## config.mk

```make
export PLATFORM = sky130hd
export DESIGN_NAME = joystick_to_mouse_motion
export DESIGN_NICKNAME = d
export VERILOG_FILES = /design/src/jtm_pkg.sv /design/src/jtm_serdiv.sv /design/src/jtm_sqrt.sv /design/src/jtm_sermul.sv /design/src/joystick_to_mouse_motion.sv
export SDC_FILE = /design/constraint.sdc
export NUM_CORES = 2
export LEC_CHECK = 0
export ABC_AREA = 0
export BUFFER_PORTS_ARGS = -buffer_cell sky130_fd_sc_hd__buf_2
export CELL_PAD_IN_SITES_DETAIL_PLACEMENT = 2
export CELL_PAD_IN_SITES_GLOBAL_PLACEMENT = 2
export CORE_MARGIN = 5
export CORE_UTILIZATION = 44
export DETAILED_ROUTE_END_ITERATION = 12
export PLACE_DENSITY_LB_ADDON = 0.12
export SYNTH_ARGS = -nofsm -noshare
export SYNTH_HDL_FRONTEND = slang
export SYNTH_HIERARCHICAL = 1
export SYNTH_SLANG_ARGS = --single-unit
export TNS_END_PERCENT = 30
```

## constraint.sdc

```tcl
create_clock -name clk -period 10.1 [get_ports clk]
set_input_delay 2.02 -clock clk [delete_from_list [all_inputs] [get_ports clk]]
set_output_delay 2.02 -clock clk [all_outputs]
set_load 0.005 [all_outputs]
```

## src/jtm_pkg.sv

```systemverilog
// ---------------------------------------------------------------------------
// jtm_pkg: shared types and constants for the joystick to mouse block
// Fixed-point constants, register indexes and the sequencer state type.
// ---------------------------------------------------------------------------
package jtm_pkg;
  localparam int ADC_BITS_DEF  = 10;
  localparam int TIME_BITS_DEF = 16;
  localparam int Q            = 14;
  localparam logic [14:0] ONE_Q14    = 15'd16384;
  localparam logic [13:0] OFFSET_Q14 = 14'd4915;
  localparam logic [15:0] SCALE_PTR  = 16'd32768;
  localparam logic [15:0] SCALE_SCR  = 16'd1638;

  localparam logic [2:0] REG_X_MIN = 3'd0;
  localparam logic [2:0] REG_X_DLO = 3'd1;
  localparam logic [2:0] REG_X_DHI = 3'd2;
  localparam logic [2:0] REG_X_MAX = 3'd3;
  localparam logic [2:0] REG_Y_MIN = 3'd4;
  localparam logic [2:0] REG_Y_DLO = 3'd5;
  localparam logic [2:0] REG_Y_DHI = 3'd6;
  localparam logic [2:0] REG_Y_MAX = 3'd7;

  typedef enum logic [3:0] {
    ST_IDLE, ST_DIVX, ST_DIVY, ST_CHECK, ST_SQRT, ST_K, ST_VX, ST_VY,
    ST_RX, ST_RY, ST_DONE
  } state_t;
endpackage

```

## src/jtm_serdiv.sv

```systemverilog
// ---------------------------------------------------------------------------
// jtm_serdiv: restoring divider, one quotient bit per cycle
// Computes floor(num * 2^14 / den) for num < den.
// ---------------------------------------------------------------------------
module jtm_serdiv import jtm_pkg::*; #(
  parameter int W = ADC_BITS_DEF
) (
  input  logic         clk,
  input  logic         rst,
  input  logic         start,
  input  logic [W-1:0] num,
  input  logic [W-1:0] den,
  output logic         busy,
  output logic [Q-1:0] quo
);
  logic [W:0]   rem;
  logic [W-1:0] dv;
  logic [3:0]   cnt;
  logic [W+1:0] sh;
  logic [W+1:0] diff;

  assign sh   = {rem, 1'b0};
  assign diff = sh - {2'b00, dv};

  always_ff @(posedge clk) begin
    if (rst) begin
      busy <= 1'b0;
      cnt  <= '0;
    end else if (start) begin
      busy <= 1'b1;
      cnt  <= 4'(Q - 1);
      rem  <= {1'b0, num};
      dv   <= den;
      quo  <= '0;
    end else if (busy) begin
      // one restoring step: shift, trial subtract, keep if non-negative
      if (!diff[W+1]) begin
        rem <= diff[W:0];
        quo <= {quo[Q-2:0], 1'b1};
      end else begin
        rem <= sh[W:0];
        quo <= {quo[Q-2:0], 1'b0};
      end
      if (cnt == 4'd0) busy <= 1'b0;
      cnt <= cnt - 4'd1;
    end
  end
endmodule

```

## src/jtm_sqrt.sv

```systemverilog
// ---------------------------------------------------------------------------
// jtm_sqrt: bit-serial integer square root
// Two radicand bits per cycle, one root bit per cycle, 30-bit radicand.
// ---------------------------------------------------------------------------
module jtm_sqrt import jtm_pkg::*; (
  input  logic        clk,
  input  logic        rst,
  input  logic        start,
  input  logic [29:0] rad,
  output logic        busy,
  output logic [15:0] root
);
  logic [29:0] v;
  logic [17:0] rem;
  logic [3:0]  cnt;
  logic [17:0] trial;
  logic [17:0] rsh;

  assign rsh   = {rem[15:0], v[29:28]};
  assign trial = {root, 2'b01};

  always_ff @(posedge clk) begin
    if (rst) begin
      busy <= 1'b0;
      cnt  <= '0;
    end else if (start) begin
      busy <= 1'b1;
      cnt  <= 4'd14;
      v    <= rad;
      rem  <= '0;
      root <= '0;
    end else if (busy) begin
      v <= {v[27:0], 2'b00};
      if (rsh >= trial) begin
        rem  <= rsh - trial;
        root <= {root[14:0], 1'b1};
      end else begin
        rem  <= rsh;
        root <= {root[14:0], 1'b0};
      end
      if (cnt == 4'd0) busy <= 1'b0;
      cnt <= cnt - 4'd1;
    end
  end
endmodule

```

## src/jtm_sermul.sv

```systemverilog
// ---------------------------------------------------------------------------
// jtm_sermul: shift-and-add multiplier, one multiplier bit per cycle
// Unsigned a * b with a 16-bit multiplier operand.
// ---------------------------------------------------------------------------
module jtm_sermul import jtm_pkg::*; #(
  parameter int AW = 32
) (
  input  logic            clk,
  input  logic            rst,
  input  logic            start,
  input  logic [AW-1:0]   a,
  input  logic [15:0]     b,
  output logic            busy,
  output logic [AW+15:0]  prod
);
  logic [AW+15:0] acc_a;
  logic [15:0]    bb;
  logic [4:0]     cnt;

  always_ff @(posedge clk) begin
    if (rst) begin
      busy <= 1'b0;
      cnt  <= '0;
    end else if (start) begin
      busy  <= 1'b1;
      cnt   <= 5'd15;
      acc_a <= {16'd0, a};
      bb    <= b;
      prod  <= '0;
    end else if (busy) begin
      if (bb[0]) prod <= prod + acc_a;
      acc_a <= {acc_a[AW+14:0], 1'b0};
      bb    <= {1'b0, bb[15:1]};
      if (cnt == 5'd0) busy <= 1'b0;
      cnt <= cnt - 5'd1;
    end
  end
endmodule

```

## src/joystick_to_mouse_motion.sv

```systemverilog
// ---------------------------------------------------------------------------
// joystick_to_mouse_motion: analogue stick to pointer or wheel motion
// Dead zone, normalise, length-scaled gain, time-weighted rate, report.
// ---------------------------------------------------------------------------
// One word in flight: a new word is taken only once the sequencer is back in
//   idle (a centred word, which never reports, returns there after the check).
// Each word runs through the serial divider (once per axis), the serial square
//   root and five serial multiplies; a result still waiting on the output holds
//   the final step. Reset (rst, synchronous): registers to defaults, last times
//   and re-arm cleared, sequencer idle.
module joystick_to_mouse_motion import jtm_pkg::*; #(
  parameter int ADC_BITS  = ADC_BITS_DEF,
  parameter int TIME_BITS = TIME_BITS_DEF
) (
  input  logic                clk,
  input  logic                rst,
  input  logic                s_tvalid,
  output logic                s_tready,
  // tdata: x_sample, y_sample, now_ms (lowest bit up)
  input  logic [((2*ADC_BITS+TIME_BITS+7)/8)*8-1:0] s_tdata,
  // tuser: mode
  input  logic                s_tuser,
  output logic                m_tvalid,
  input  logic                m_tready,
  // tdata: move_x, move_y, wheel_h, wheel_v (lowest bit up)
  output logic [31:0]         m_tdata,
  input  logic                cfg_we,
  input  logic [2:0]          cfg_index,
  input  logic [ADC_BITS-1:0] cfg_data
);
  localparam int AW = ADC_BITS;
  localparam int TW = TIME_BITS;

  state_t state, state_next;

  logic [AW-1:0] cfg_r [8];
  logic [AW-1:0] xs, ys;
  logic [TW-1:0] now;
  logic          scroll;
  logic [TW-1:0] last_x, last_y;
  logic          rearm;

  logic [14:0] ax, ay;
  logic        nx, ny;
  logic [15:0] m;
  logic [31:0] k;
  logic [31:0] vx, vy;
  logic [TW-1:0] elx, ely;
  logic [63:0] rx, ry;
  logic [6:0]  ix, iy;

  // configuration registers
  always_ff @(posedge clk) begin
    if (rst) begin
      cfg_r[REG_X_MIN] <= AW'(200);
      cfg_r[REG_X_DLO] <= AW'(520);
      cfg_r[REG_X_DHI] <= AW'(562);
      cfg_r[REG_X_MAX] <= AW'(885);
      cfg_r[REG_Y_MIN] <= AW'(120);
      cfg_r[REG_Y_DLO] <= AW'(476);
      cfg_r[REG_Y_DHI] <= AW'(522);
      cfg_r[REG_Y_MAX] <= AW'(880);
    end else if (cfg_we) begin
      cfg_r[cfg_index] <= cfg_data;
    end
  end

  // dead-zone classification for one axis: active, sign, full, numerator, denominator
  function automatic logic [2*AW+2:0] classify(input logic [AW-1:0] s, lo, dlo, dhi, hi);
    logic [AW-1:0] num, den;
    logic neg, act, full;
    begin
      num = '0; den = '0; neg = 1'b0; act = 1'b0; full = 1'b0;
      if (s < dlo) begin
        act = 1'b1; neg = 1'b1; num = dlo - s;
        den = (lo < dlo) ? dlo - lo : '0;
      end else if (s > dhi) begin
        act = 1'b1; num = s - dhi;
        den = (hi > dhi) ? hi - dhi : '0;
      end
      full = act && (den == '0 || num >= den);
      classify = {act, neg, full, num, den};
    end
  endfunction

  logic [2*AW+2:0] cx, cy;
  assign cx = classify(xs, cfg_r[REG_X_MIN], cfg_r[REG_X_DLO], cfg_r[REG_X_DHI],
                       cfg_r[REG_X_MAX]);
  assign cy = classify(ys, cfg_r[REG_Y_MIN], cfg_r[REG_Y_DLO], cfg_r[REG_Y_DHI],
                       cfg_r[REG_Y_MAX]);

  // shared serial divider
  logic          div_start, div_busy;
  logic [AW-1:0] div_num, div_den;
  logic [Q-1:0]  div_q;
  jtm_serdiv #(.W(AW)) u_div (
    .clk(clk), .rst(rst), .start(div_start), .num(div_num), .den(div_den),
    .busy(div_busy), .quo(div_q)
  );

  logic        sq_start, sq_busy;
  logic [29:0] sq_rad;
  logic [15:0] sq_root;
  jtm_sqrt u_sqrt (
    .clk(clk), .rst(rst), .start(sq_start), .rad(sq_rad), .busy(sq_busy), .root(sq_root)
  );

  // shared serial multiplier
  logic        mul_start, mul_busy;
  logic [47:0] mul_a;
  logic [15:0] mul_b;
  logic [63:0] mul_p;
  jtm_sermul #(.AW(48)) u_mul (
    .clk(clk), .rst(rst), .start(mul_start), .a(mul_a), .b(mul_b),
    .busy(mul_busy), .prod(mul_p)
  );

  logic        phase;  // set while the current state is held, after its unit was started
  logic        unit_busy;
  logic [16:0] mo;
  logic [15:0] scale_t;
  logic        out_free;  // output register empty or being taken this cycle
  logic        report;

  // take a new word whenever idle; a waiting result only holds the last step
  assign s_tready = (state == ST_IDLE);
  assign unit_busy = div_busy | sq_busy | mul_busy;
  assign mo = {1'b0, m} + 17'(OFFSET_Q14);
  assign out_free = !m_tvalid || m_tready;
  assign report = (rx > 64'h1000_0000) || (ry > 64'h1000_0000);

  // next state
  always_comb begin
    state_next = state;
    case (state)
      ST_IDLE:  if (s_tvalid && s_tready) state_next = ST_DIVX;
      ST_DIVX:  if (phase && !unit_busy) state_next = ST_DIVY;
      ST_DIVY:  if (phase && !unit_busy) state_next = ST_CHECK;
      ST_CHECK: state_next = (ax == '0 && ay == '0) ? ST_IDLE : ST_SQRT;
      ST_SQRT:  if (phase && !unit_busy) state_next = ST_K;
      ST_K:     if (phase && !unit_busy) state_next = ST_VX;
      ST_VX:    if (phase && !unit_busy) state_next = ST_VY;
      ST_VY:    if (phase && !unit_busy) state_next = ST_RX;
      ST_RX:    if (phase && !unit_busy) state_next = ST_RY;
      ST_RY:    if (phase && !unit_busy) state_next = ST_DONE;
      ST_DONE:  if (out_free) state_next = ST_IDLE;
      default:  state_next = ST_IDLE;
    endcase
  end

  // unit start strobes and operands
  always_comb begin
    div_start = 1'b0; sq_start = 1'b0; mul_start = 1'b0;
    div_num = cx[2*AW-1:AW]; div_den = cx[AW-1:0];
    sq_rad = 30'({15'd0, ax} * {15'd0, ax} + {15'd0, ay} * {15'd0, ay});
    mul_a = '0; mul_b = '0;
    case (state)
      ST_DIVX: div_start = !phase;
      ST_DIVY: begin
        div_start = !phase; div_num = cy[2*AW-1:AW]; div_den = cy[AW-1:0];
      end
      ST_SQRT: sq_start = !phase;
      ST_K:    begin mul_start = !phase; mul_a = 48'(mo); mul_b = mo[15:0]; end
      ST_VX:   begin mul_start = !phase; mul_a = 48'(k); mul_b = {1'b0, ax}; end
      ST_VY:   begin mul_start = !phase; mul_a = 48'(k); mul_b = {1'b0, ay}; end
      ST_RX:   begin mul_start = !phase; mul_a = 48'(vx) * 48'(elx); mul_b = scale_t; end
      ST_RY:   begin mul_start = !phase; mul_a = 48'(vy) * 48'(ely); mul_b = scale_t; end
      default: ;
    endcase
  end

  assign scale_t = scroll ? SCALE_SCR : SCALE_PTR;

  function automatic logic [6:0] sat(input logic [63:0] r);
    sat = (r[63:28] > 36'd127) ? 7'd127 : r[34:28];
  endfunction
  assign ix = sat(rx);
  assign iy = sat(ry);

  function automatic logic [7:0] sgn(input logic [6:0] v, input logic neg);
    sgn = neg ? -{1'b0, v} : {1'b0, v};
  endfunction

  always_ff @(posedge clk) begin
    if (rst) begin
      state <= ST_IDLE; phase <= 1'b0; m_tvalid <= 1'b0;
      last_x <= '0; last_y <= '0; rearm <= 1'b0;
    end else begin
      state <= state_next;
      phase <= (state_next == state) && (state != ST_IDLE) ? 1'b1 : 1'b0;
      if ((state == ST_DONE) && out_free && report) m_tvalid <= 1'b1;
      else if (m_tvalid && m_tready) m_tvalid <= 1'b0;
      case (state)
        ST_IDLE: if (s_tvalid && s_tready) begin
          // hold the accepted word
          xs <= s_tdata[AW-1:0];
          ys <= s_tdata[2*AW-1:AW];
          now <= s_tdata[2*AW+TW-1:2*AW];
          scroll <= s_tuser;
        end
        ST_DIVX: if (phase && !unit_busy) begin
          nx <= cx[2*AW+1];
          ax <= !cx[2*AW+2] ? '0 : cx[2*AW] ? ONE_Q14 : {1'b0, div_q};
        end
        ST_DIVY: if (phase && !unit_busy) begin
          ny <= cy[2*AW+1];
          ay <= !cy[2*AW+2] ? '0 : cy[2*AW] ? ONE_Q14 : {1'b0, div_q};
        end
        ST_CHECK: begin
          if (ax == '0 && ay == '0) rearm <= 1'b1;
          else begin
            // first deflection after centring restarts both clocks
            if (rearm) begin
              rearm <= 1'b0; last_x <= now; last_y <= now;
              elx <= '0; ely <= '0;
            end else begin
              elx <= now - last_x; ely <= now - last_y;
            end
          end
        end
        ST_SQRT: if (phase && !unit_busy) m <= sq_root;
        ST_K:    if (phase && !unit_busy) k <= 32'(mul_p >> Q);
        ST_VX:   if (phase && !unit_busy) vx <= 32'(mul_p >> Q);
        ST_VY:   if (phase && !unit_busy) vy <= 32'(mul_p >> Q);
        ST_RX:   if (phase && !unit_busy) rx <= mul_p;
        ST_RY:   if (phase && !unit_busy) ry <= mul_p;
        ST_DONE: begin
          // hold here until the output register is free
          if (out_free && report) begin
            if (scroll)
              m_tdata <= {sgn(iy, !ny), sgn(ix, nx), 16'd0};
            else
              m_tdata <= {16'd0, sgn(iy, ny), sgn(ix, nx)};
            if (ix != '0) last_x <= now;
            if (iy != '0) last_y <= now;
          end
        end
        default: ;
      endcase
    end
  end
endmodule

```

==> results.py <==
metrics = {
    "status": {
        "status": "finished clean",
    },
    "routing": {
        "drt_first_pass_iters": 6,
        "drt_iter0_drc": 3308,
        "postRouteAntennaNets": 0,
        "wl_per_cell_um": 26.1,
        "via_count": 62800,
        "routed_wl_mm": 291,
        "via_per_inst": 5.63,
        "drc": 0,
    },
    "clock_tree": {
        "cts_sinks": 749,
        "clock-root-buffer": "clkbuf_16",
        "path_clk_slew_ns": 0.07,
        "cts_made_buffers": 93,
        "hold_buffers": 0,
        "cts_tree": "built",
        "h-tree-depth": 3,
        "ctsResizeCount": 0,
        "cts_setup_buffers": 0,
        "clock_latency_ns": 0.75,
        "clk_path_buf_depth": 3,
    },
    "timing": {
        "fin_worst_skew_ns": 0.0643,
        "fin_ws_ns": 1.14,
        "tns_ns": 0,
        "max_freq_mhz": 112,
        "rsz0062_at_grt": "false",
        "fin_crit_ns": 8.96,
        "finalSetupViolCount": 0,
        "whs_ns": 0.472,
        "worstMarginPinSlew_ns": 1.21,
        "period_share_pct": 88.7,
        "slew_headroom_pct": 19.2,
        "hold_violations": 0,
        "drv_slew": 0,
    },
    "grt": {
        "grt_pass1_wl_mm": 451,
        "antenna_found_initial": 15,
        "grt_pass1_vias": 74100,
        "globalRoute.totalOverflow": 0,
        "grt_max_degree": 148,
        "grt_usage_pct": 28.9,
    },
    "cells_and_area": {
        "final_cells": 11200,
        "final_common_cell": "inv_1",
        "syn2layout_area_growth_pct": 7.59,
        "fin_nets": 10400,
        "utilization_pct": 47.5,
        "fillers": 20100,
        "final_area_um2": 91100,
        "drive_gt1_share_pct": 5.97,
        "final_cell_mix": "inv_1 (1624), fa_1 (1177), nand2_1 (955)",
    },
    "synthesis": {
        "synth_area_um2": 84700,
        "synthFlopType": "edfxtp_1",
        "synth_area_per_cell_um2": 9.85,
        "synthArstFlopShare_pct": 0,
        "ys_seq_elements": 749,
        "syn_nets": 10500,
        "synth-seq-area-share_pct": 25.9,
        "postSynthCellCount": 8598,
        "ys_types": 112,
        "synth-edff-count": 694,
        "yosysWarnings": 6,
    },
    "pwr": {
        "p_leak_nw": 41.1,
        "power_mw": 9.90,
        "vdd_ir_drop_max_uv": 149,
        "p_per_area_nw_per_um2": 109,
    },
    "min_path": {
        "hp-start": "u_sqrt/root[0]",
        "holdPathEnd": "m[0]",
        "min_path_type": "reg -> reg",
        "hold-path-cell-count": 0,
    },
    "floorplanning": {
        "die-area_um2": 201000,
        "rows": 161,
        "core_area_um2": 192000,
        "die_h_um": 449,
        "initial_utilization_pct": 44.1,
        "pin_count": 93,
        "die_w_um": 449,
    },
    "critical_path": {
        "critPathCaptureType": "register",
        "cp.arrival_ns": 9.45,
        "r2r_slack_ns": 1.14,
        "cp-start-kind": "register",
        "r2r_start": "ely[6]",
        "worstRegToRegCells": 24,
        "worstPathRequired_ns": 10.58,
        "critPathMaxFanout": 18,
        "reg2reg_to": "u_mul/acc_a[39]",
        "path_class": "reg -> reg",
    },
    "place": {
        "place_congestion": 0.890,
        "portBuffers": 88,
        "hpwl_mm": 230,
        "postPlaceCellArea_um2": 87900,
        "place_inst": 11000,
        "dp_slack_ns": 1.18,
    },
    "flow_run": {
        "maxCapViolations": 0,
    },
}
## cells by family after synthesis
logic type	synth area share, %
simple gates	14.5
buf+inv	8.80
fa+ha+maj	37.1
compound gates	8.75
flops	25.9
xor+xnor	2.80
mux	2.12
## registers in the layout (all words and copies together) (netlist names), 11 cells and up
register	flops
k	32
elx	16
u_mul/acc_a	64
last_x	16
u_sqrt/rem	16
m	16
u_sqrt/root	16
ax	15
u_mul/prod	64
ay	15
last_y	16
rx	64
ely	16
u_div/quo	14
u_div/rem	11
vy	32
ry	64
m_tdata	32
u_mul/bb	16
now	16
cfg_r	80
vx	32
u_sqrt/v	30
## synth_stat cells (all sizes together), types with 7 or more instances
cell | number | share of area (%)
or2 | 16 | 0.12
nand3b | 7 | 0.062
mux2 | 110 | 1.5
nor3 | 97 | 0.57
nand2 | 957 | 4.2
a2111oi | 9 | 0.12
or3 | 52 | 0.39
a31o | 8 | 0.083
o311ai | 8 | 0.083
a22oi | 46 | 0.41
nand3 | 88 | 0.52
o21ai | 240 | 1.4
o22ai | 25 | 0.18
a221oi | 22 | 0.24
inv | 1627 | 7.2
a21boi | 22 | 0.20
buf | 23 | 0.19
dfxtp | 55 | 1.3
o211ai | 31 | 0.30
or4 | 14 | 0.12
xor2 | 107 | 1.1
nor4b | 10 | 0.10
nor2b | 90 | 0.67
xnor2 | 164 | 1.7
a21oi | 301 | 1.8
and4 | 12 | 0.12
and2 | 596 | 4.4
nor4 | 47 | 0.35
fa | 1177 | 28
edfxtp | 694 | 25
clkbuf | 311 | 1.4
o41ai | 8 | 0.11
a211oi | 40 | 0.38
nand4 | 48 | 0.35
o21a | 43 | 0.38
and3 | 23 | 0.17
o31ai | 27 | 0.25
o21bai | 39 | 0.35
a31oi | 31 | 0.25
mux2i | 55 | 0.65
nor2 | 408 | 1.8
ha | 628 | 9.3
nand2b | 43 | 0.32
a21o | 140 | 1.2
## critical path, cell delays in order, from the launching register on
cell and delay, ns:
edfxtp_1 1.10, buf_4 0.29, and2_1 0.15, fa_1 0.43, inv_1 0.09, fa_1 0.44, fa_1 0.44, fa_1 0.53
inv_1 0.08, fa_1 0.56, inv_1 0.06, fa_1 0.49, inv_1 0.06, ha_1 0.39, a21o_1 0.25, a221oi_1 0.31
o211ai_1 0.25, a311oi_1 0.57, a31o_2 0.29, o211ai_1 0.12, a21o_1 0.24, a311oi_1 0.47, xor2_1 0.37, o22ai_1 0.34
mux2_2 0.36
## how the worst max path moves through the flow
stage | from | endpoint | slack (ns) | cells past startpoint
finish | ely[6] | u_mul/acc_a[39] | 1.14 | 24
global route | ely[6] | u_mul/acc_a[47] | 0.76 | 24
CTS | ely[6] | u_mul/acc_a[47] | 1.09 | 24
detailed placement | ely[6] | u_mul/acc_a[47] | 1.18 | 24
global placement | ely[5] | u_mul/acc_a[47] | 1.59 | 24
floorplan | ax[5] | u_sqrt/v[28] | 2.53 | 28
## layout make-up
cell class / instances / area, um^2 / share of cell area (%)
diodes: 8 / 20.0 / 0.0220
clock buffers: 108 / 2400 / 2.64
clock inverters: 63 / 812 / 0.891
inverters: 1630 / 6120 / 6.72
multi-input cells: 5885 / 55400 / 60.8
flip-flops and latches: 749 / 21900 / 24.1
well taps: 2526 / 3160 / 3.47
repair buffers: 194 / 1250 / 1.37
## layer usage
layer  vias to the layer above  GRT usage (%)  wire length (um)
met5                         -              0                13
met4                         2           13.5             16000
met3                       523           2.49              9940
met2                      1322           52.4            150000
met1                     33400           34.9            116000
li1                      27600              -                 -
## where the power goes
part,switching (mW),leakage (nW),internal (mW)
combinational,1.74,32.8,1.06
clock,1.50,1.54,2.11
sequential,0.0579,6.79,3.44
(Power assumes the default switching activity.)
